File: config.mk
export PLATFORM = sky130hd
export DESIGN_NAME = image_update_receive_controller_core
export DESIGN_NICKNAME = d
export VERILOG_FILES = /design/src/rtl/core/iurc_pkg.sv /design/src/rtl/core/image_update_receive_controller_core.sv /design/src/rtl/core/iurc_div.sv
export SDC_FILE = /design/constraint.sdc
export NUM_CORES = 1
export LEC_CHECK = 0
export ABC_AREA = 1
export BUFFER_PORTS_ARGS = -buffer_cell sky130_fd_sc_hd__clkbuf_2
export CAP_MARGIN = 20
export CORE_ASPECT_RATIO = 0.5
export CORE_UTILIZATION = 60
export CTS_CLUSTER_DIAMETER = 80
export DETAILED_ROUTE_END_ITERATION = 10
export PLACE_DENSITY = 0.79
export SETUP_SLACK_MARGIN = 0.02
export SLEW_MARGIN = 20
export SYNTH_ARGS = -nofsm -noshare
export SYNTH_HDL_FRONTEND = slang
export SYNTH_SLANG_ARGS = --single-unit
File: constraint.sdc
create_clock -name clk_i -period 8.25 [get_ports clk_i]
set_input_delay 0.825 -clock clk_i [delete_from_list [all_inputs] [get_ports clk_i]]
set_output_delay 0.825 -clock clk_i [all_outputs]
set_load 0.03 [all_outputs]
File: src/rtl/core/iurc_pkg.sv
// ----------------------------------------------------------------------------
// iurc_pkg: image update receive controller shared definitions
// Item types, command and status codes, sizes and the per-byte CRC-32 step.
// ----------------------------------------------------------------------------
package iurc_pkg;

  // Field widths
  localparam int unsigned OpW     = 3;
  localparam int unsigned SizeW   = 24;
  localparam int unsigned ByteW   = 8;
  localparam int unsigned StateW  = 3;
  localparam int unsigned ErrW    = 4;
  localparam int unsigned PctW    = 7;
  localparam int unsigned CrcW    = 32;
  localparam int unsigned TimerW  = 20;
  localparam int unsigned CfgIdxW = 2;
  localparam int unsigned CfgW    = 24;

  // Chunk length saturates one above the largest chunk
  localparam int unsigned MaxChunk  = 512;
  localparam int unsigned ChunkLenW = $clog2(MaxChunk + 2);

  // Percent division: dividend is received bytes times 100
  localparam int unsigned DivW    = SizeW + PctW;
  localparam int unsigned DivCntW = $clog2(PctW);

  localparam logic [PctW-1:0]   Hundred  = PctW'(100);
  localparam logic [CrcW-1:0]   CrcInit  = 32'hFFFF_FFFF;
  localparam logic [CrcW-1:0]   CrcPoly  = 32'hEDB8_8320;
  localparam logic [TimerW-1:0] TimerMax = {TimerW{1'b1}};

  // Reset values of the configuration registers
  localparam logic [SizeW-1:0]  MaxImageRst = SizeW'(1572864);
  localparam logic [TimerW-1:0] GlobalToRst = TimerW'(300000);
  localparam logic [TimerW-1:0] WaitToRst   = TimerW'(30000);
  localparam logic [TimerW-1:0] ChunkToRst  = TimerW'(10000);

  // Configuration register indexes
  localparam logic [CfgIdxW-1:0] CFG_MAX_IMAGE  = 2'd0;
  localparam logic [CfgIdxW-1:0] CFG_GLOBAL_TO  = 2'd1;
  localparam logic [CfgIdxW-1:0] CFG_WAITING_TO = 2'd2;
  localparam logic [CfgIdxW-1:0] CFG_CHUNK_TO   = 2'd3;

  // Commands
  localparam logic [OpW-1:0] OP_START  = 3'd0;
  localparam logic [OpW-1:0] OP_ABORT  = 3'd1;
  localparam logic [OpW-1:0] OP_VERIFY = 3'd2;
  localparam logic [OpW-1:0] OP_DATA   = 3'd3;
  localparam logic [OpW-1:0] OP_TICK   = 3'd4;

  // Session states
  localparam logic [StateW-1:0] SES_IDLE      = 3'd0;
  localparam logic [StateW-1:0] SES_WAITING   = 3'd1;
  localparam logic [StateW-1:0] SES_RECEIVING = 3'd2;
  localparam logic [StateW-1:0] SES_VERIFYING = 3'd3;
  localparam logic [StateW-1:0] SES_READY     = 3'd4;
  localparam logic [StateW-1:0] SES_ERROR     = 3'd5;

  // Error codes
  localparam logic [ErrW-1:0] ERR_NONE       = 4'd0;
  localparam logic [ErrW-1:0] ERR_BUSY       = 4'd1;
  localparam logic [ErrW-1:0] ERR_BAD_SIZE   = 4'd2;
  localparam logic [ErrW-1:0] ERR_BEGIN      = 4'd3;
  localparam logic [ErrW-1:0] ERR_NOT_RX     = 4'd4;
  localparam logic [ErrW-1:0] ERR_FINISH     = 4'd5;
  localparam logic [ErrW-1:0] ERR_OVERFLOW   = 4'd6;
  localparam logic [ErrW-1:0] ERR_WRITE      = 4'd7;
  localparam logic [ErrW-1:0] ERR_OVERSIZE   = 4'd8;
  localparam logic [ErrW-1:0] ERR_GLOBAL_TO  = 4'd9;
  localparam logic [ErrW-1:0] ERR_WAITING_TO = 4'd10;
  localparam logic [ErrW-1:0] ERR_CHUNK_TO   = 4'd11;

  typedef struct packed {
    logic [OpW-1:0]   op;
    logic [SizeW-1:0] size;
    logic [ByteW-1:0] data_byte;
    logic             chunk_last;
    logic             begin_fail;
    logic             write_fail;
    logic             finish_fail;
  } iurc_in_t;

  typedef struct packed {
    logic [StateW-1:0] session_state;
    logic [ErrW-1:0]   error_code;
    logic [SizeW-1:0]  received_bytes;
    logic [SizeW-1:0]  total_bytes;
    logic [PctW-1:0]   progress_percent;
    logic [CrcW-1:0]   image_crc;
  } iurc_out_t;

  // Divider handshake towards the sequencer
  typedef struct packed {
    logic            done;
    logic [PctW-1:0] quot;
  } iurc_div_rsp_t;

  // Reflected CRC-32 over one byte, an XOR network of eight bit steps
  function automatic logic [CrcW-1:0] crc_byte(input logic [CrcW-1:0] crc_in,
                                               input logic [ByteW-1:0] b);
    logic [CrcW-1:0] c;
    c = crc_in ^ {{(CrcW-ByteW){1'b0}}, b};
    for (int i = 0; i < ByteW; i++) begin
      c = (c >> 1) ^ (c[0] ? CrcPoly : '0);
    end
    return c;
  endfunction

endpackage

File: src/rtl/core/image_update_receive_controller_core.sv
// ----------------------------------------------------------------------------
// image_update_receive_controller_core: firmware image receive controller
// Session control, chunk CRC, timeouts and progress percent of an update.
// ----------------------------------------------------------------------------
// Usage:
//   Input channel in_valid_i / in_stall_o carries one command item: start,
//   abort, verify, data byte or millisecond tick. Output channel out_valid_o /
//   out_stall_i returns exactly one status item per command, showing the
//   session after it. Configuration registers (maximum image size and the
//   three timeouts) are written through cfg_we_i / cfg_index_i / cfg_data_i;
//   write them only while no command is in flight (not enforced by the block).
//   Sequence: a command is decoded the cycle after it is taken and its status
//   item is then loaded into the output register; a data byte that closes and
//   commits a chunk first passes through the percent divider (one start state,
//   seven quotient bits and the handover of the quotient). A new command is
//   taken once the previous one has been handed to the output register; the
//   sequencer and the bit-serial divider work on one command at a time.
//   Reset puts the session idle with all counters cleared and the
//   configuration registers at their defaults. If the receiver stalls, the
//   status item waits in the output register; one further command can be
//   processed, then the block stalls its input until the output drains.
// ----------------------------------------------------------------------------
module image_update_receive_controller_core import iurc_pkg::*; (
  input  logic               clk_i,
  input  logic               rst_ni,
  input  logic               in_valid_i,
  output logic               in_stall_o,
  input  iurc_in_t           in_item_i,
  output logic               out_valid_o,
  input  logic               out_stall_i,
  output iurc_out_t          out_item_o,
  input  logic               cfg_we_i,
  input  logic [CfgIdxW-1:0] cfg_index_i,
  input  logic [CfgW-1:0]    cfg_data_i
);

  // Sequencer codes
  localparam logic [2:0] SQ_IDLE = 3'd0;
  localparam logic [2:0] SQ_EXEC = 3'd1;
  localparam logic [2:0] SQ_MUL  = 3'd2;
  localparam logic [2:0] SQ_DIV  = 3'd3;
  localparam logic [2:0] SQ_OUT  = 3'd4;

  logic [2:0] seq_q, seq_d;

  // Configuration
  logic [SizeW-1:0]  max_img_q;
  logic [TimerW-1:0] global_to_q, wait_to_q, chunk_to_q;

  // Latched command
  iurc_in_t cmd_q;

  // Session state
  logic [StateW-1:0]    ses_q, ses_d;
  logic [ErrW-1:0]      err_q, err_d;
  logic [SizeW-1:0]     total_q, total_d;
  logic [SizeW-1:0]     recv_q, recv_d;
  logic [CrcW-1:0]      acc_q, acc_d;
  logic [CrcW-1:0]      ccrc_q, ccrc_d;
  logic [ChunkLenW-1:0] clen_q, clen_d;
  logic [TimerW-1:0]    sstart_q, sstart_d;
  logic [TimerW-1:0]    schunk_q, schunk_d;
  logic [PctW-1:0]      pct_q, pct_d;
  logic                 need_pct;

  // Working values of the command decode
  logic                 clr, load_total;
  logic [CrcW-1:0]      crc_b;
  logic [ChunkLenW-1:0] len_inc;
  logic [SizeW:0]       sum;
  logic [TimerW-1:0]    ss_inc, sc_inc;

  // Divider
  logic          div_start;
  logic [DivW-1:0] dividend;
  iurc_div_rsp_t div_rsp;

  // Output register
  logic      out_valid_q;
  iurc_out_t out_item_q;
  logic      out_ld;

  // Configuration writes
  always_ff @(posedge clk_i or negedge rst_ni) begin
    if (!rst_ni) begin
      max_img_q   <= MaxImageRst;
      global_to_q <= GlobalToRst;
      wait_to_q   <= WaitToRst;
      chunk_to_q  <= ChunkToRst;
    end else if (cfg_we_i) begin
      unique case (cfg_index_i)
        CFG_MAX_IMAGE:  max_img_q   <= cfg_data_i[SizeW-1:0];
        CFG_GLOBAL_TO:  global_to_q <= cfg_data_i[TimerW-1:0];
        CFG_WAITING_TO: wait_to_q   <= cfg_data_i[TimerW-1:0];
        CFG_CHUNK_TO:   chunk_to_q  <= cfg_data_i[TimerW-1:0];
        default: ;
      endcase
    end
  end

  assign in_stall_o = (seq_q != SQ_IDLE);

  // Command decode, evaluated in the execute cycle
  always_comb begin
    ses_d      = ses_q;
    err_d      = err_q;
    total_d    = total_q;
    recv_d     = recv_q;
    acc_d      = acc_q;
    ccrc_d     = ccrc_q;
    clen_d     = clen_q;
    sstart_d   = sstart_q;
    schunk_d   = schunk_q;
    pct_d      = pct_q;
    need_pct   = 1'b0;
    clr        = 1'b0;
    load_total = 1'b0;
    crc_b      = crc_byte(ccrc_q, cmd_q.data_byte);
    len_inc    = (clen_q <= ChunkLenW'(MaxChunk)) ? clen_q + 1'b1 : clen_q;
    sum        = {1'b0, recv_q} + (SizeW+1)'(len_inc);
    ss_inc     = (sstart_q != TimerMax) ? sstart_q + 1'b1 : sstart_q;
    sc_inc     = (schunk_q != TimerMax) ? schunk_q + 1'b1 : schunk_q;

    case (cmd_q.op)
      OP_START: begin
        if (ses_q != SES_IDLE && ses_q != SES_ERROR) begin
          ses_d = SES_ERROR;
          err_d = ERR_BUSY;
        end else if (cmd_q.size == '0 || cmd_q.size > max_img_q) begin
          ses_d = SES_ERROR;
          err_d = ERR_BAD_SIZE;
        end else if (cmd_q.begin_fail) begin
          ses_d = SES_ERROR;
          err_d = ERR_BEGIN;
        end else begin
          clr        = 1'b1;
          load_total = 1'b1;
          err_d      = ERR_NONE;
          ses_d      = SES_WAITING;
        end
      end
      OP_ABORT: begin
        clr   = 1'b1;
        ses_d = SES_IDLE;
        err_d = ERR_NONE;
      end
      OP_VERIFY: begin
        if (ses_q != SES_RECEIVING) begin
          ses_d = SES_ERROR;
          err_d = ERR_NOT_RX;
        end else if (cmd_q.finish_fail) begin
          ses_d = SES_ERROR;
          err_d = ERR_FINISH;
        end else begin
          ses_d = SES_READY;
        end
      end
      OP_DATA: begin
        if (ses_q == SES_WAITING || ses_q == SES_RECEIVING) begin
          ccrc_d = crc_b;
          clen_d = len_inc;
          if (cmd_q.chunk_last) begin
            // Chunk end: checks in priority order, then commit
            clen_d = '0;
            ses_d  = SES_RECEIVING;
            if (len_inc > ChunkLenW'(MaxChunk)) begin
              clr   = 1'b1;
              ses_d = SES_IDLE;
              err_d = ERR_OVERSIZE;
            end else if (sum > {1'b0, total_q}) begin
              clr   = 1'b1;
              ses_d = SES_IDLE;
              err_d = ERR_OVERFLOW;
            end else if (cmd_q.write_fail) begin
              clr   = 1'b1;
              ses_d = SES_IDLE;
              err_d = ERR_WRITE;
            end else begin
              recv_d   = sum[SizeW-1:0];
              schunk_d = '0;
              acc_d    = acc_q ^ ~crc_b;
              ccrc_d   = CrcInit;
              if (total_q != '0) begin
                need_pct = 1'b1;
              end else begin
                pct_d = '0;
              end
              // Complete image verifies at once
              if (sum >= {1'b0, total_q}) begin
                if (cmd_q.finish_fail) begin
                  ses_d = SES_ERROR;
                  err_d = ERR_FINISH;
                end else begin
                  ses_d = SES_READY;
                end
              end
            end
          end
        end
      end
      OP_TICK: begin
        sstart_d = ss_inc;
        schunk_d = sc_inc;
        if (ses_q != SES_IDLE && ses_q != SES_ERROR && ss_inc > global_to_q) begin
          clr   = 1'b1;
          ses_d = SES_IDLE;
          err_d = ERR_GLOBAL_TO;
        end else if (ses_q == SES_WAITING && ss_inc > wait_to_q) begin
          clr   = 1'b1;
          ses_d = SES_IDLE;
          err_d = ERR_WAITING_TO;
        end else if (ses_q == SES_RECEIVING && sc_inc > chunk_to_q) begin
          clr   = 1'b1;
          ses_d = SES_IDLE;
          err_d = ERR_CHUNK_TO;
        end
      end
      default: ;
    endcase

    // Session clear, with the new size on a good start
    if (clr) begin
      total_d  = load_total ? cmd_q.size : '0;
      recv_d   = '0;
      acc_d    = '0;
      pct_d    = '0;
      sstart_d = '0;
      schunk_d = '0;
      ccrc_d   = CrcInit;
      clen_d   = '0;
    end

    // Chunk accumulator only lives while a transfer is open
    if (ses_d != SES_WAITING && ses_d != SES_RECEIVING) begin
      ccrc_d = CrcInit;
      clen_d = '0;
    end
  end

  // Sequencer
  always_comb begin
    seq_d = seq_q;
    unique case (seq_q)
      SQ_IDLE: if (in_valid_i) seq_d = SQ_EXEC;
      SQ_EXEC: seq_d = need_pct ? SQ_MUL : SQ_OUT;
      SQ_MUL:  seq_d = SQ_DIV;
      SQ_DIV:  if (div_rsp.done) seq_d = SQ_OUT;
      SQ_OUT:  if (out_ld) seq_d = SQ_IDLE;
      default: seq_d = SQ_IDLE;
    endcase
  end

  always_ff @(posedge clk_i or negedge rst_ni) begin
    if (!rst_ni) begin
      seq_q    <= SQ_IDLE;
      ses_q    <= SES_IDLE;
      err_q    <= ERR_NONE;
      total_q  <= '0;
      recv_q   <= '0;
      acc_q    <= '0;
      ccrc_q   <= CrcInit;
      clen_q   <= '0;
      sstart_q <= '0;
      schunk_q <= '0;
      pct_q    <= '0;
    end else begin
      seq_q <= seq_d;
      if (seq_q == SQ_EXEC) begin
        ses_q    <= ses_d;
        err_q    <= err_d;
        total_q  <= total_d;
        recv_q   <= recv_d;
        acc_q    <= acc_d;
        ccrc_q   <= ccrc_d;
        clen_q   <= clen_d;
        sstart_q <= sstart_d;
        schunk_q <= schunk_d;
        pct_q    <= pct_d;
      end else if (seq_q == SQ_DIV && div_rsp.done) begin
        pct_q <= div_rsp.quot;
      end
    end
  end

  // Command capture
  always_ff @(posedge clk_i) begin
    if (seq_q == SQ_IDLE && in_valid_i) begin
      cmd_q <= in_item_i;
    end
  end

  // Percent: received times 100, then divided by the total
  assign div_start = (seq_q == SQ_MUL);
  assign dividend  = DivW'(recv_q) * DivW'(Hundred);

  iurc_div u_div (
    .clk_i      (clk_i),
    .rst_ni     (rst_ni),
    .start_i    (div_start),
    .dividend_i (dividend),
    .divisor_i  (total_q),
    .rsp_o      (div_rsp)
  );

  // Output register
  assign out_ld = (seq_q == SQ_OUT) && (!out_valid_q || !out_stall_i);

  always_ff @(posedge clk_i or negedge rst_ni) begin
    if (!rst_ni) begin
      out_valid_q <= 1'b0;
    end else if (out_ld) begin
      out_valid_q <= 1'b1;
    end else if (!out_stall_i) begin
      out_valid_q <= 1'b0;
    end
  end

  always_ff @(posedge clk_i) begin
    if (out_ld) begin
      out_item_q.session_state    <= ses_q;
      out_item_q.error_code       <= err_q;
      out_item_q.received_bytes   <= recv_q;
      out_item_q.total_bytes      <= total_q;
      out_item_q.progress_percent <= pct_q;
      out_item_q.image_crc        <= acc_q;
    end
  end

  assign out_valid_o = out_valid_q;
  assign out_item_o  = out_item_q;

  // Checks
  a_accept_exec: assert property (@(posedge clk_i) disable iff (!rst_ni)
    in_valid_i && !in_stall_o |=> seq_q == SQ_EXEC)
    else $error("accepted item not decoded next cycle");

  a_recv_le_total: assert property (@(posedge clk_i) disable iff (!rst_ni)
    recv_q <= total_q)
    else $error("received count exceeds image size");

  a_pct_range: assert property (@(posedge clk_i) disable iff (!rst_ni)
    pct_q <= Hundred)
    else $error("progress above 100 percent");

  a_div_done_seq: assert property (@(posedge clk_i) disable iff (!rst_ni)
    div_rsp.done |-> seq_q == SQ_DIV)
    else $error("divider result outside divide phase");

endmodule

File: src/rtl/core/iurc_div.sv
// ----------------------------------------------------------------------------
// iurc_div: iterative percent divider
// Restoring division, one quotient bit per cycle, quotient below 128.
// ----------------------------------------------------------------------------
module iurc_div import iurc_pkg::*; (
  input  logic             clk_i,
  input  logic             rst_ni,
  input  logic             start_i,
  input  logic [DivW-1:0]  dividend_i,
  input  logic [SizeW-1:0] divisor_i,
  output iurc_div_rsp_t    rsp_o
);

  logic [DivW-1:0]    rem_q, rem_d;
  logic [DivW-1:0]    dsh_q, dsh_d;
  logic [PctW-1:0]    quot_q, quot_d;
  logic [DivCntW-1:0] cnt_q, cnt_d;
  logic               busy_q, busy_d;
  logic               done_q, done_d;
  logic               fits;

  // Trial subtract of the shifted divisor
  assign fits = (rem_q >= dsh_q);

  always_comb begin
    rem_d  = rem_q;
    dsh_d  = dsh_q;
    quot_d = quot_q;
    cnt_d  = cnt_q;
    busy_d = busy_q;
    done_d = 1'b0;
    if (start_i) begin
      rem_d  = dividend_i;
      dsh_d  = DivW'({divisor_i, {(PctW-1){1'b0}}});
      quot_d = '0;
      cnt_d  = '0;
      busy_d = 1'b1;
    end else if (busy_q) begin
      if (fits) begin
        rem_d = rem_q - dsh_q;
      end
      quot_d = {quot_q[PctW-2:0], fits};
      dsh_d  = dsh_q >> 1;
      cnt_d  = cnt_q + 1'b1;
      if (cnt_q == DivCntW'(PctW - 1)) begin
        busy_d = 1'b0;
        done_d = 1'b1;
      end
    end
  end

  always_ff @(posedge clk_i or negedge rst_ni) begin
    if (!rst_ni) begin
      busy_q <= 1'b0;
      done_q <= 1'b0;
      cnt_q  <= '0;
    end else begin
      busy_q <= busy_d;
      done_q <= done_d;
      cnt_q  <= cnt_d;
    end
  end

  always_ff @(posedge clk_i) begin
    rem_q  <= rem_d;
    dsh_q  <= dsh_d;
    quot_q <= quot_d;
  end

  assign rsp_o.done = done_q;
  assign rsp_o.quot = quot_q;

endmodule

Yosys cells after proc, flatten, opt, wreduce, memory -nomap -nowiden

Cells that the tools add are included.

Input port bits: 70
Word-level logic and storage cells: 280
Register bits: 470

$add $sub $neg: 6
Mux-type cells: 128
Multiply operators: 1
$lt $le $gt $ge: 9
Bitwise logic cells: 11
Reduce and logical (&&, ||, !) cells: 45
Eq/ne operators: 43

Operators by type and width:

| kind                                                                 | number |
|---|---|
| 32-bit 2-to-1 mux                                                    | 23 |
| 31-bit by 32-bit bitwise XOR with 32-bit output                      | 8 |
| 20-bit 2-to-1 mux                                                    | 10 |
| 24-bit 2-to-1 mux                                                    | 8 |
| 31-bit 2-to-1 mux                                                    | 3 |
| 7-bit 2-to-1 mux                                                     | 10 |
| 20-bit > comparator                                                  | 3 |
| 10-bit 2-to-1 mux                                                    | 6 |
| 30-bit 2-to-1 mux                                                    | 2 |
| 3-bit 2-to-1 mux                                                     | 18 |
| 4-bit 2-to-1 mux                                                     | 11 |
| 20-bit by 1-bit adder with 20-bit output, second input constant      | 2 |
| 20-bit inequality test, second input constant                        | 2 |
| 20-bit case mux with 2 select lines                                  | 1 |
| 3-bit inequality test, second input constant                         | 12 |
| 32-bit NOT                                                           | 1 |
| 32-bit bitwise XOR                                                   | 1 |
| 32-bit by 8-bit bitwise XOR with 32-bit output                       | 1 |
| 31-bit by 30-bit greater-or-equal comparator with 1-bit output       | 1 |
| 31-bit by 30-bit subtractor with 31-bit output                       | 1 |
| 3-bit case mux with 5 select lines                                   | 2 |
| 24-bit by 5-bit multiplier with 29-bit output, second input constant | 1 |
| 1-bit 2-to-1 mux                                                     | 29 |
| 24-bit by 10-bit adder with 25-bit output                            | 1 |
| other kinds (36)                                                     | 86 |

Depth between registers and ports, before layout

Gate-level depths: netlist (run 1).

Depth in word-level cells: 26
Gate-level depth with buffers: 41

Cells and area by module

Synthesis (run 1) repeated with hierarchy kept, for this count alone.

Cells, all modules: 3571
Area total of the unflattened synthesis: 29266.8 um^2

Modules (own cells, without submodules):

| module                               | area an instance (um^2) | instances | cells each | sequential area each (um^2) |
|---|---|---|---|---|
| image_update_receive_controller_core | 23945.5                 | 1         | 2794       | 10667.7 |
| iurc_div                             | 5321.4                  | 1         | 777        | 2037.0 |

Least setup slack after synthesis (run 1)

OpenSTA, ideal clock, no wires.

Kind: in2reg
From: input port out_stall_i
To: register out_item_q (netlist bit out_item_o[0]) (enable)
Arrival: 5.386 ns
Stages on the path: 1
Buffers on the path: 0
Setup slack: 2.285 ns
Data required time: 7.672 ns
Cells stage by stage: a21oi_1

Cells in the longest elaborated chain, start to end: 3

RTL lines:

| item              | line                                        | source |
|---|---|---|
| start, declared   | image_update_receive_controller_core.sv:30  | `input logic out_stall_i,` |
| 1-bit logical NOT | n/a                                         |  |
| 1-bit logical OR  | image_update_receive_controller_core.sv:306 | `assign out_ld = (seq_q == SQ_OUT) && (!out_valid_q \|\| !out_stall_i);` |
| 1-bit logical AND | image_update_receive_controller_core.sv:306 |  |
| end, declared     | image_update_receive_controller_core.sv:80  | `iurc_out_t out_item_q;` |

No other way between the ends.
A chain may end at the register's enable or synchronous reset.

Worst setup path after layout (run 1)

From: register clen_q[0]
To: register recv_q[13]

Cells in the longest elaborated chain, start to end: 11
Elaborated cells on any way between the ends: 25

RTL lines:

| item                                                                                        | line                                        | source |
|---|---|---|
| start, declared                                                                             | image_update_receive_controller_core.sv:60  | `logic [ChunkLenW-1:0] clen_q, clen_d;` |
| start signal, assigned                                                                      | image_update_receive_controller_core.sv:275 | `clen_q <= clen_d;` |
| 10-bit by 1-bit adder with 10-bit output or 10-bit less-or-equal comparator (tied branches) | image_update_receive_controller_core.sv:119 | `len_inc = (clen_q <= ChunkLenW'(MaxChunk)) ? clen_q + 1'b1 : clen_q;` |
| 10-bit 2-to-1 mux *                                                                         | image_update_receive_controller_core.sv:119 |  |
| 24-bit by 10-bit adder with 25-bit output                                                   | image_update_receive_controller_core.sv:120 | `sum = {1'b0, recv_q} + (SizeW+1)'(len_inc);` |
| 25-bit by 24-bit > comparator with 1-bit output                                             | image_update_receive_controller_core.sv:170 | `end else if (sum > {1'b0, total_q}) begin` |
| 1-bit 2-to-1 mux                                                                            | image_update_receive_controller_core.sv:170 |  |
| 1-bit 2-to-1 mux                                                                            | image_update_receive_controller_core.sv:166 | `if (len_inc > ChunkLenW'(MaxChunk)) begin` |
| 1-bit 2-to-1 mux                                                                            | image_update_receive_controller_core.sv:162 | `if (cmd_q.chunk_last) begin` |
| 1-bit 2-to-1 mux                                                                            | image_update_receive_controller_core.sv:159 | `if (ses_q == SES_WAITING \|\| ses_q == SES_RECEIVING) begin` |
| 1-bit case mux with 4 select lines                                                          | image_update_receive_controller_core.sv:124 | `case (cmd_q.op)` |
| 2-bit inequality test (no line) (tied with other cells)                                     | n/a                                         |  |
| 7-bit AND reduction (no line)                                                               | n/a                                         |  |
| end signal, assigned                                                                        | image_update_receive_controller_core.sv:272 | `recv_q <= recv_d;` |
| end, declared                                                                               | image_update_receive_controller_core.sv:57  | `logic [SizeW-1:0] recv_q, recv_d;` |

Mark *: on every way between the ends. The rest lies on a longest branch, timed or not. The select of a mux whose other input is x is not followed.

==> run_results.csv, run 1 <==
group,metric,value,unit
drt,drt-initial-drc-count,2258,
timing,maxSlewHeadroom,27.3,%
critical_path,reg2reg_depth,39,
synth,synth_cells,3410,
critical_path,timing.critical_path.mode_cell,"nand2_1",
timing,tightest_slew,1.09,ns
die,core,47100,um2
synth,synth-edff-count,186,
status,status,"complete, no violations",
clocking,clk_pin_slew,0.08,ns
synth,synth_most_common_cell,"nand2_1",
die,dieHeight,157,um
synth,ys.flop_type,"dfrtp_1",
critical_path,cp_num_buf_inv,6,
critical_path,arrival,7.27,ns
placement,place.gp.congestion,0.947,
drt,topRoutingLayerUsed,"met5",
critical_path,cpMaxStageDelayCell,"inv_2",
final_layout,postLayoutCoreUtil,67.1,%
clocking,cts.sinks,470,
synth,async_flop_share,57.2,%
critical_path,worstSetupPathDepth,39,
placement,dpl_cell_area,30000,um2
critical_path,timing.rr.start,"clen_q[0]$_DFFE_PN0P_",
die,die_w,312,um
clocking,h-tree-depth,2,
synth,yosysTopAreaCell,"edfxtp_1",
global_routing,antenna_found_initial,1,
critical_path,critPathRequiredTime,8.66,ns
global_routing,grt_use_total,29.9,%
timing,grt_setup_unrepaired,"false",
power_and_ir_drop,p_leak,15.7,nW
drt,num_vias,23600,
synth,ys_seq_elements,470,
final_layout,antenna_cells,0,
global_routing,grt_max_degree,173,
synth,synth_cell_types,59,
job,maxCapViolCount,0,
die,start_util,61.1,%
critical_path,crit_start,"clen_q[0]$_DFFE_PN0P_",
timing,report.final.setup_viol,0,
clocking,clock_latency,0.58,ns
critical_path,r2r-end,"recv_q[13]$_DFFE_PN0P_",
clocking,clk_path_buf_depth,3,
drt,wl_met1,32.6,mm
drt,wl_met2,33.9,mm
global_routing,first_global_vias,22300,
clocking,cts-hold-fix-buffers,0,
synth,synth_common_cells,"nand2_1 (787), inv_1 (471), o21ai_0 (299)",
global_routing,grt_pass1_wl,117,mm
synth,yosysWarnings,0,
clocking,cts_resized,0,
timing,finalHoldViolations,0,
synth,synth_nets,3732,
timing,slew_viol_final,0,
clocking,clockRootBuffer,"clkbuf_16",
power_and_ir_drop,ir_drop,0.000244,V
worst_hold_path,hold_class,"input port to asynchronous set/reset pin",
drt,drc_errors,0,
final_layout,fin_nets,3856,
global_routing,gr-total-overflow,0,
die,io_pins,166,
drt,wl_per_cell,17.4,um
drt,final_antenna_net_count,0,
timing,fin_crit_sh,83.1,%
drt,dr.pass1.iters,6,
final_layout,register_area,12700,um2
critical_path,crit_path_end,"recv_q[13]$_DFFE_PN0P_",
drt,routed_wl,73.2,mm
synth,ys_seq_area_share,44.1,%
placement,dpl.hpwl,53.5,mm
final_layout,multi_input_area,13700,um2
clocking,cts_made_buffers,44,
timing,fin_skew,0.0223,ns
critical_path,worstPathMaxFanout,49,
final_layout,fill_cells,3753,
critical_path,max_stage_delay,0.78,ns
die,dieArea,48900,um2
critical_path,cp_top_family,"simple AND/OR/NAND/NOR gates",
die,num_rows,56,
synth,synth.top_cell.area_share,19.4,%
synth,syn_area,28800,um2
critical_path,path_class,"flop to flop",
timing,fin_tns_setup,0,ns
clocking,cts_setup_buffers,0,
final_layout,syn2layout_area_growth,9.91,%
clocking,cts_tree,"yes",
placement,portBuffers,165,
critical_path,reg2reg_slack,1.40,ns
power_and_ir_drop,powerDensity,302,nW/um2
final_layout,final_area,31600,um2
drt,wl_met3,4.84,mm
final_layout,layout-drive-gt1-share,10.7,%
critical_path,crit_path_end_kind,"flop",
synth,yosys-top-cells-area,"edfxtp_1 (19%), dfrtp_1 (19%), nand2_1 (10%), ha_1 (10%), inv_1 (6.1%)",
critical_path,startpoint_type,"flop",
timing,fin_crit,6.85,ns
timing,max_clock_freq,0.146,GHz
drt,vias_per_cell,5.61,
synth,avgSynthCellArea,8.43,um2
flip-flops by register name (all words and copies together) (netlist names), 30 cells and up:
| register | flops |
|---|---|
| out_item_o | 94 |
| ccrc_q | 32 |
| cmd_q | 39 |
| u_div.dsh_q | 30 |
| acc_q | 32 |
| u_div.rem_q | 31 |
how the worst min path moves through the flow:
stage,endpoint,slack (ns)
global placement,out_item_o[45]$_DFFE_PP_,0.43
global route,pct_q[5]$_DFFE_PN0P_,0.34
CTS,u_div.cnt_q[2]$_DFFE_PN0P_,0.31
floorplan,out_item_o[40]$_DFFE_PP_,0.42
detailed placement,out_item_o[37]$_DFFE_PP_,0.44
finish,pct_q[3]$_DFFE_PN0P_,0.22
worst register-to-register path, delay by kind of cell (launching register included):
family / cells / cell delay (ns)
buffers and inverters: 6 / 1.59
adder cells (fa/ha/maj): 4 / 1.12
AND/OR/NAND/NOR: 24 / 2.67
AO/OA/AOI/OAI: 4 / 0.73
flip-flops: 1 / 0.45
XOR/XNOR: 1 / 0.16
kinds of logic after synthesis:
| group | synth area share, % |
|---|---|
| adders and majority gates | 11.5 |
| buffers and inverters | 8.20 |
| xor gates and xnor gates | 5.67 |
| DFF | 44.1 |
| AOI/OAI and AO/OA | 10.1 |
| and+or+nand+nor | 20.4 |
layer usage:
| metal | track usage, % | vias up |
|---|---|---|
| li1 | - | 11500 |
| met1 | 42.0 | 11200 |
| met2 | 48.9 | 819 |
| met3 | 3.70 | 120 |
| met4 | 8.78 | 2 |
| met5 | 0 | - |
metrics by stage:
step           std cells  power (W)  worst slack, ns  hold WS, ns
3_5_place_dp        4126    0.00722             1.52        0.438
3_3_place_gp        4126    0.00711             1.59        0.427
6_report            4208    0.00954             1.40        0.218
4_1_cts             4208    0.00950             1.49        0.314
2_1_floorplan       3410    0.00627             2.29        0.425
5_1_grt             4208     0.0101            0.855        0.340
placed cells by master (no fill, tap or decap), types with 21 or more instances in the layout:
master,Yosys,layout
edfxtp_1,186,186
dfstp_2,54,54
nand4_1,51,51
clkbuf_2,1,164
fa_1,21,21
ha_1,231,231
nor2_1,195,194
clkbuf_16,0,46
nor4_1,21,21
o21ai_1,23,23
dfrtp_1,215,215
nor3_1,35,35
nand2_1,787,786
xor2_1,123,123
a21oi_1,152,151
nand3_1,226,225
inv_1,471,470
xnor2_1,63,63
o21ai_0,299,299
nand2_2,20,21
report_power, final:
| group | switching, W | total (W) | internal [W] |
|---|---|---|---|
| logic | 0.00262 | 0.00391 | 0.00129 |
| registers | 0.000345 | 0.00340 | 0.00306 |
| clock network | 0.000959 | 0.00224 | 0.00128 |
| total | 0.00392 | 0.00954 | 0.00562 |
layout make-up:
class,count,share of cell area (%)
Clock buffer,55,3.92
Timing Repair Buffer,182,3.09
Multi-Input combinational cell,2352,43.5
Tap cell,638,2.53
Inverter,484,5.76
Sequential cell,470,40.1
Clock inverter,27,1.11
(Power assumes the default switching activity.)
==> run 2, diff against run 1 <==
--- a/config.mk
+++ b/config.mk
@@ -9,10 +9,10 @@
 export BUFFER_PORTS_ARGS = -buffer_cell sky130_fd_sc_hd__clkbuf_2
 export CAP_MARGIN = 20
 export CORE_ASPECT_RATIO = 0.5
-export CORE_UTILIZATION = 60
+export CORE_UTILIZATION = 56
 export CTS_CLUSTER_DIAMETER = 80
 export DETAILED_ROUTE_END_ITERATION = 10
-export PLACE_DENSITY = 0.79
+export PLACE_DENSITY = 0.77
 export SETUP_SLACK_MARGIN = 0.02
 export SLEW_MARGIN = 20
 export SYNTH_ARGS = -nofsm -noshare
==> constraint.sdc (replaced) <==
create_clock -name clk_i -period 5.6 [get_ports clk_i]
set_input_delay 0.56 -clock clk_i [delete_from_list [all_inputs] [get_ports clk_i]]
set_output_delay 0.56 -clock clk_i [all_outputs]
set_load 0.03 [all_outputs]
==> run_results.csv, run 2 (synthesized netlist as in run 1, its figures left out) <==
group,metric,value,unit
timing,maxSlewHeadroom,25.9,%
global_routing,antenna_found_initial,0,
clocking,cts-hold-fix-buffers,0,
critical_path,timing.rr.start,"clen_q[0]$_DFFE_PN0P_",
critical_path,timing.critical_path.mode_cell,"nand2_1",
die,die_w,322,um
timing,fin_skew,0.0340,ns
die,num_rows,58,
global_routing,grt_pass1_wl,117,mm
final_layout,final_cell_mix,"nand2_1 (784), inv_1 (471), o21ai_0 (298)",
placement,place.gp.congestion,0.924,
drt,vias_per_cell,5.59,
critical_path,crit_start,"clen_q[0]$_DFFE_PN0P_",
job,maxCapViolCount,0,
final_layout,register_area,12700,um2
status,status,"complete, no violations",
placement,portBuffers,165,
critical_path,reg2reg_slack,0.34,ns
drt,drt-initial-drc-count,2450,
timing,fin_tns_setup,0,ns
final_layout,layout-drive-gt1-share,11.6,%
clocking,clockRootBuffer,"clkbuf_16",
critical_path,path_class,"flop to flop",
placement,dp_slack,0.0612,ns
critical_path,crit_path_end_kind,"flop",
clocking,cts_tree,"yes",
die,core,50400,um2
global_routing,grt_max_degree,167,
critical_path,critPathRequiredTime,6.06,ns
timing,report.final.setup_viol,0,
drt,drc_errors,0,
final_layout,layout_commonest_cell,"nand2_1",
timing,slew_viol_final,0,
final_layout,fill_cells,3998,
final_layout,antenna_cells,0,
die,dieArea,52300,um2
die,dieHeight,162,um
timing,fin_crit,5.26,ns
clocking,h-tree-depth,2,
timing,hold_slack,0.0103,ns
drt,final_antenna_net_count,0,
global_routing,first_global_vias,22400,
clocking,cts_made_buffers,45,
drt,routed_wl,74.3,mm
critical_path,reg2reg_depth,35,
critical_path,startpoint_type,"flop",
power_and_ir_drop,powerDensity,446,nW/um2
critical_path,worstPathMaxFanout,21,
timing,fin_crit_sh,93.9,%
power_and_ir_drop,p_leak,15.9,nW
critical_path,max_stage_delay,0.38,ns
global_routing,gr-total-overflow,0,
placement,dpl.hpwl,53.8,mm
timing,grt_setup_unrepaired,"false",
drt,wl_per_cell,17.3,um
drt,dr.pass1.iters,6,
final_layout,largest_reg_flops,94,
critical_path,arrival,5.72,ns
timing,finalHoldViolations,0,
final_layout,multi_input_area,13900,um2
power_and_ir_drop,ir_drop,0.000310,V
critical_path,r2r-end,"clen_q[7]$_DFFE_PN0P_",
drt,num_vias,24000,
clocking,clk_path_buf_depth,3,
final_layout,syn2layout_area_growth,12.4,%
critical_path,cpMaxStageDelayCell,"dfrtp_1",
timing,max_clock_freq,0.190,GHz
global_routing,grt_use_total,28.1,%
final_layout,fin_nets,3884,
die,io_pins,166,
clocking,cts.sinks,470,
timing,fin_ws,0.341,ns
clocking,clock_latency,0.59,ns
worst_hold_path,hold_class,"input port to asynchronous set/reset pin",
clocking,clk_pin_slew,0.07,ns
die,start_util,57.0,%
timing,tightest_slew,1.11,ns
[run 2: changes by cell type in the layout (fill, tap and decap cells not counted), moves of 5 or more]
cell / previous run / this run
buf_12: 1 / 7
clkbuf_1: 3 / 8
buf_4: 16 / 25
clkbuf_16: 46 / 54
nand2_8: 0 / 5
[run 2: report_power, final]
part           leakage, nW  internal [W]  total [W]  switching, W
Combinational         9.74       0.00203    0.00598       0.00395
Clock                0.816       0.00205    0.00345       0.00140
Sequential            5.39       0.00450    0.00500      0.000502
Total                 15.9       0.00858     0.0144       0.00585
[run 2: per-stage QoR]
stage | cells | cell area (um2) | power (W) | util, %
global route | 4289 | 32300 | 0.0153 | 64.1
CTS | 4277 | 31900 | 0.0142 | 63.2
finish | 4289 | 32300 | 0.0144 | 64.1
floorplan | 3410 | 28800 | 0.00922 | -
global placement | 4193 | 30200 | 0.0105 | 59.9
detailed placement | 4193 | 30200 | 0.0107 | 59.9
[run 2: worst max-delay path by stage]
stage | end | slack, ns | cells past startpoint
2_1_floorplan | acc_q[10]$_DFFE_PN0P_ | 0.88 | 39
3_3_place_gp | sstart_q[19]$_DFFE_PN0P_ | 0.19 | 38
3_5_place_dp | sstart_q[19]$_DFFE_PN0P_ | 0.06 | 38
4_1_cts | clen_q[7]$_DFFE_PN0P_ | 0.01 | 39
5_1_grt | acc_q[21]$_DFFE_PN0P_ | 0.005 | 39
6_report | clen_q[7]$_DFFE_PN0P_ | 0.34 | 35
[run 2: layout make-up]
class                   instances  area share [%]
clock buffers                  64            4.25
well taps                     690            2.67
repair inverters                1          0.0271
clock inverters                20           0.944
inverters                     484            5.72
flip-flops and latches        470            39.2
repair buffers                207            4.15
multi-input cells            2353            43.0
[run 2: layer usage]
layer / global-route usage, % / part of all wire (%)
met2: 45.4 / 46
met4: 8.61 / 2.9
met5: 0 / 0
met1: 39.2 / 43
met3: 4.20 / 7.8
[run 2: what timing repair did]
item / in CTS / in global routing
gates cloned: 0 / 6
setup buffers: 0 / 6
resized for setup: 2 / 64
endpoints found under the setup margin: 15 / 169
pin swaps: 0 / 10
[run 2: critical path: cells and delay by family (launching register included)]
kind                     cells  cell delay [ns]
AO/OA/AOI/OAI                1             0.19
XOR/XNOR                     1             0.15
adder cells (fa/ha/maj)      4             1.02
buffers and inverters        4             0.49
flip-flops                   1             0.38
AND/OR/NAND/NOR             25             2.89
==> run 3, diff against run 2 <==
--- a/config.mk
+++ b/config.mk
@@ -7,12 +7,12 @@
 export LEC_CHECK = 0
 export ABC_AREA = 1
 export BUFFER_PORTS_ARGS = -buffer_cell sky130_fd_sc_hd__clkbuf_2
-export CAP_MARGIN = 20
 export CORE_ASPECT_RATIO = 0.5
 export CORE_UTILIZATION = 56
 export CTS_CLUSTER_DIAMETER = 80
 export DETAILED_ROUTE_END_ITERATION = 10
 export PLACE_DENSITY = 0.77
+export RECOVER_POWER = 100
 export SETUP_SLACK_MARGIN = 0.02
 export SLEW_MARGIN = 20
 export SYNTH_ARGS = -nofsm -noshare
==> run_results.csv, run 3 (synthesized netlist as in run 1, its figures left out) <==
group,metric,value,unit
global_routing,first_global_vias,22400,
final_layout,final_cell_mix,"nand2_1 (789), inv_1 (472), o21ai_0 (314)",
clocking,h-tree-depth,2,
job,maxCapViolCount,9,
placement,portBuffers,165,
critical_path,worstPathMaxFanout,21,
critical_path,arrival,5.71,ns
die,dieArea,52300,um2
power_and_ir_drop,combPwrFrac,41.1,%
final_layout,syn2layout_area_growth,11.5,%
global_routing,antenna_found_initial,0,
power_and_ir_drop,ir_drop,0.000309,V
critical_path,timing.critical_path.mode_cell,"nand2_1",
timing,finalHoldViolations,0,
final_layout,layout-drive-gt1-share,7.97,%
worst_hold_path,hold_depth,1,
global_routing,grt_use_total,28.1,%
drt,dr.pass1.iters,6,
critical_path,r2r-end,"clen_q[7]$_DFFE_PN0P_",
timing,report.final.setup_viol,0,
drt,drc_errors,0,
clocking,cts_made_buffers,45,
final_layout,fin_nets,3884,
power_and_ir_drop,p_leak,15.6,nW
power_and_ir_drop,power,0.0144,W
power_and_ir_drop,clkPwrFrac,24.0,%
power_and_ir_drop,p_sw,0.00586,W
die,num_rows,58,
clocking,cts.sinks,470,
die,die_w,322,um
drt,routed_wl,74.5,mm
timing,fin_skew,0.0376,ns
final_layout,layout_commonest_cell,"nand2_1",
clocking,cts_tree,"yes",
timing,fin_crit,5.24,ns
critical_path,cpMaxStageDelayCell,"dfrtp_1",
final_layout,largest_reg_flops,94,
global_routing,gr-total-overflow,0,
critical_path,startpoint_type,"flop",
die,dieHeight,162,um
timing,tightest_slew,4.69,ns
drt,vias_per_cell,5.58,
timing,maxSlewHeadroom,-213,%
critical_path,crit_path_end_kind,"flop",
clocking,clock_latency,0.59,ns
final_layout,fill_cells,4087,
timing,fin_crit_sh,93.6,%
timing,hold_slack,0.151,ns
timing,fin_tns_setup,0,ns
power_and_ir_drop,p_int,0.00852,W
critical_path,crit_start,"clen_q[0]$_DFFE_PN0P_",
placement,dpl.hpwl,53.8,mm
drt,num_vias,23900,
critical_path,max_stage_delay,0.38,ns
drt,final_antenna_net_count,0,
power_and_ir_drop,p_sw_share,40.7,%
critical_path,reg2reg_depth,35,
global_routing,grt_pass1_wl,117,mm
placement,dp_cells,4193,
worst_hold_path,hold_class,"input port to flop",
die,io_pins,166,
drt,drt-initial-drc-count,2366,
critical_path,crit_path_end,"clen_q[7]$_DFFE_PN0P_",
timing,grt_setup_unrepaired,"false",
timing,slew_viol_final,476,
final_layout,antenna_cells,0,
drt,wl_per_cell,17.4,um
critical_path,path_class,"flop to flop",
power_and_ir_drop,powerDensity,448,nW/um2
die,core,50400,um2
die,start_util,57.0,%
final_layout,fin_cells,4289,
status,violations,"capacitance limit, slew limit",
critical_path,reg2reg_slack,0.36,ns
clocking,clockRootBuffer,"clkbuf_16",
global_routing,grt_max_degree,167,
timing,max_clock_freq,0.191,GHz
critical_path,timing.rr.start,"clen_q[0]$_DFFE_PN0P_",
final_layout,postLayoutCoreUtil,63.6,%
clocking,clk_path_buf_depth,3,
placement,place.gp.congestion,0.924,
status,status,"finished, violations left",
power_and_ir_drop,seq_power_share,34.9,%
critical_path,critPathRequiredTime,6.07,ns
clocking,clk_pin_slew,0.07,ns
run 3: cell count changes in the layout (fill, tap and decap cells not counted), moves of 2 or more:
cell	delta
buf_8	-2
nand2_2	-5
clkbuf_1	+123
o21ai_1	-16
o21ai_0	+16
buf_4	-11
clkbuf_2	-111
nand2_1	+5
run 3: critical path, delay by kind of cell (launching register included):
kind / cells / cell delay [ns]
AOI/OAI and AO/OA: 1 / 0.19
xor gates and xnor gates: 1 / 0.15
adders and majority gates: 4 / 1.02
buffers and inverters: 4 / 0.49
DFF: 1 / 0.38
and+or+nand+nor: 25 / 2.89
run 3: power by group through the flow:
stage	registers, W	logic [W]	clock network, W
after floorplan	0.00523	0.00400	0
after global placement	0.00503	0.00549	0
after detailed placement	0.00505	0.00565	0
after CTS	0.00500	0.00573	0.00348
after global routing	0.00509	0.00651	0.00362
final	0.00502	0.00591	0.00345
run 3: worst min-delay path by stage:
stage	from	to	slack, ns
final	in_item_i[32]	cmd_q[32]$_DFFE_PP_	0.15
after global routing	in_item_i[32]	cmd_q[32]$_DFFE_PP_	0.13
after CTS	rst_ni	pct_q[5]$_DFFE_PN0P_	0.04
after detailed placement	total_q[1]$_DFFE_PN0P_	out_item_o[40]$_DFFE_PP_	0.43
after global placement	total_q[8]$_DFFE_PN0P_	out_item_o[47]$_DFFE_PP_	0.43
after floorplan	rst_ni	acc_q[0]$_DFFE_PN0P_	0.26
run 3: area by class of cell:
class	count	area, um2	area share, %
well taps	690	863	2.69
repair inverters	1	8.76	0.0273
flip-flops and latches	470	12700	39.5
repair buffers	207	1120	3.50
inverters	484	1840	5.73
clock inverters	20	305	0.952
clock buffers	64	1380	4.29
multi-input cells	2353	13900	43.3
run 3: stage by stage:
| step | cell area [um2] | setup slack (ns) |
|---|---|---|
| final | 32100 | 0.357 |
| after global routing | 32100 | 0.0101 |
| after CTS | 31900 | 0.0115 |
| after detailed placement | 30200 | 0.0612 |
| after global placement | 30200 | 0.193 |
| after floorplan | 28800 | 0.884 |
run 3: metal layers:
metal	vias up	track usage [%]	routed length, um
li1	11500	-	-
met1	11400	39.2	32400
met2	899	45.4	34200
met3	149	4.20	5590
met4	0	8.61	2240
met5	-	0	0
run 3: repair_timing:
item / in CTS / in global routing
gates resized for setup: 2 / 64
hold buffers: 0 / 0
setup buffers: 0 / 6
cloned: 0 / 6
setup endpoints to repair: 15 / 169
pin swaps: 0 / 10
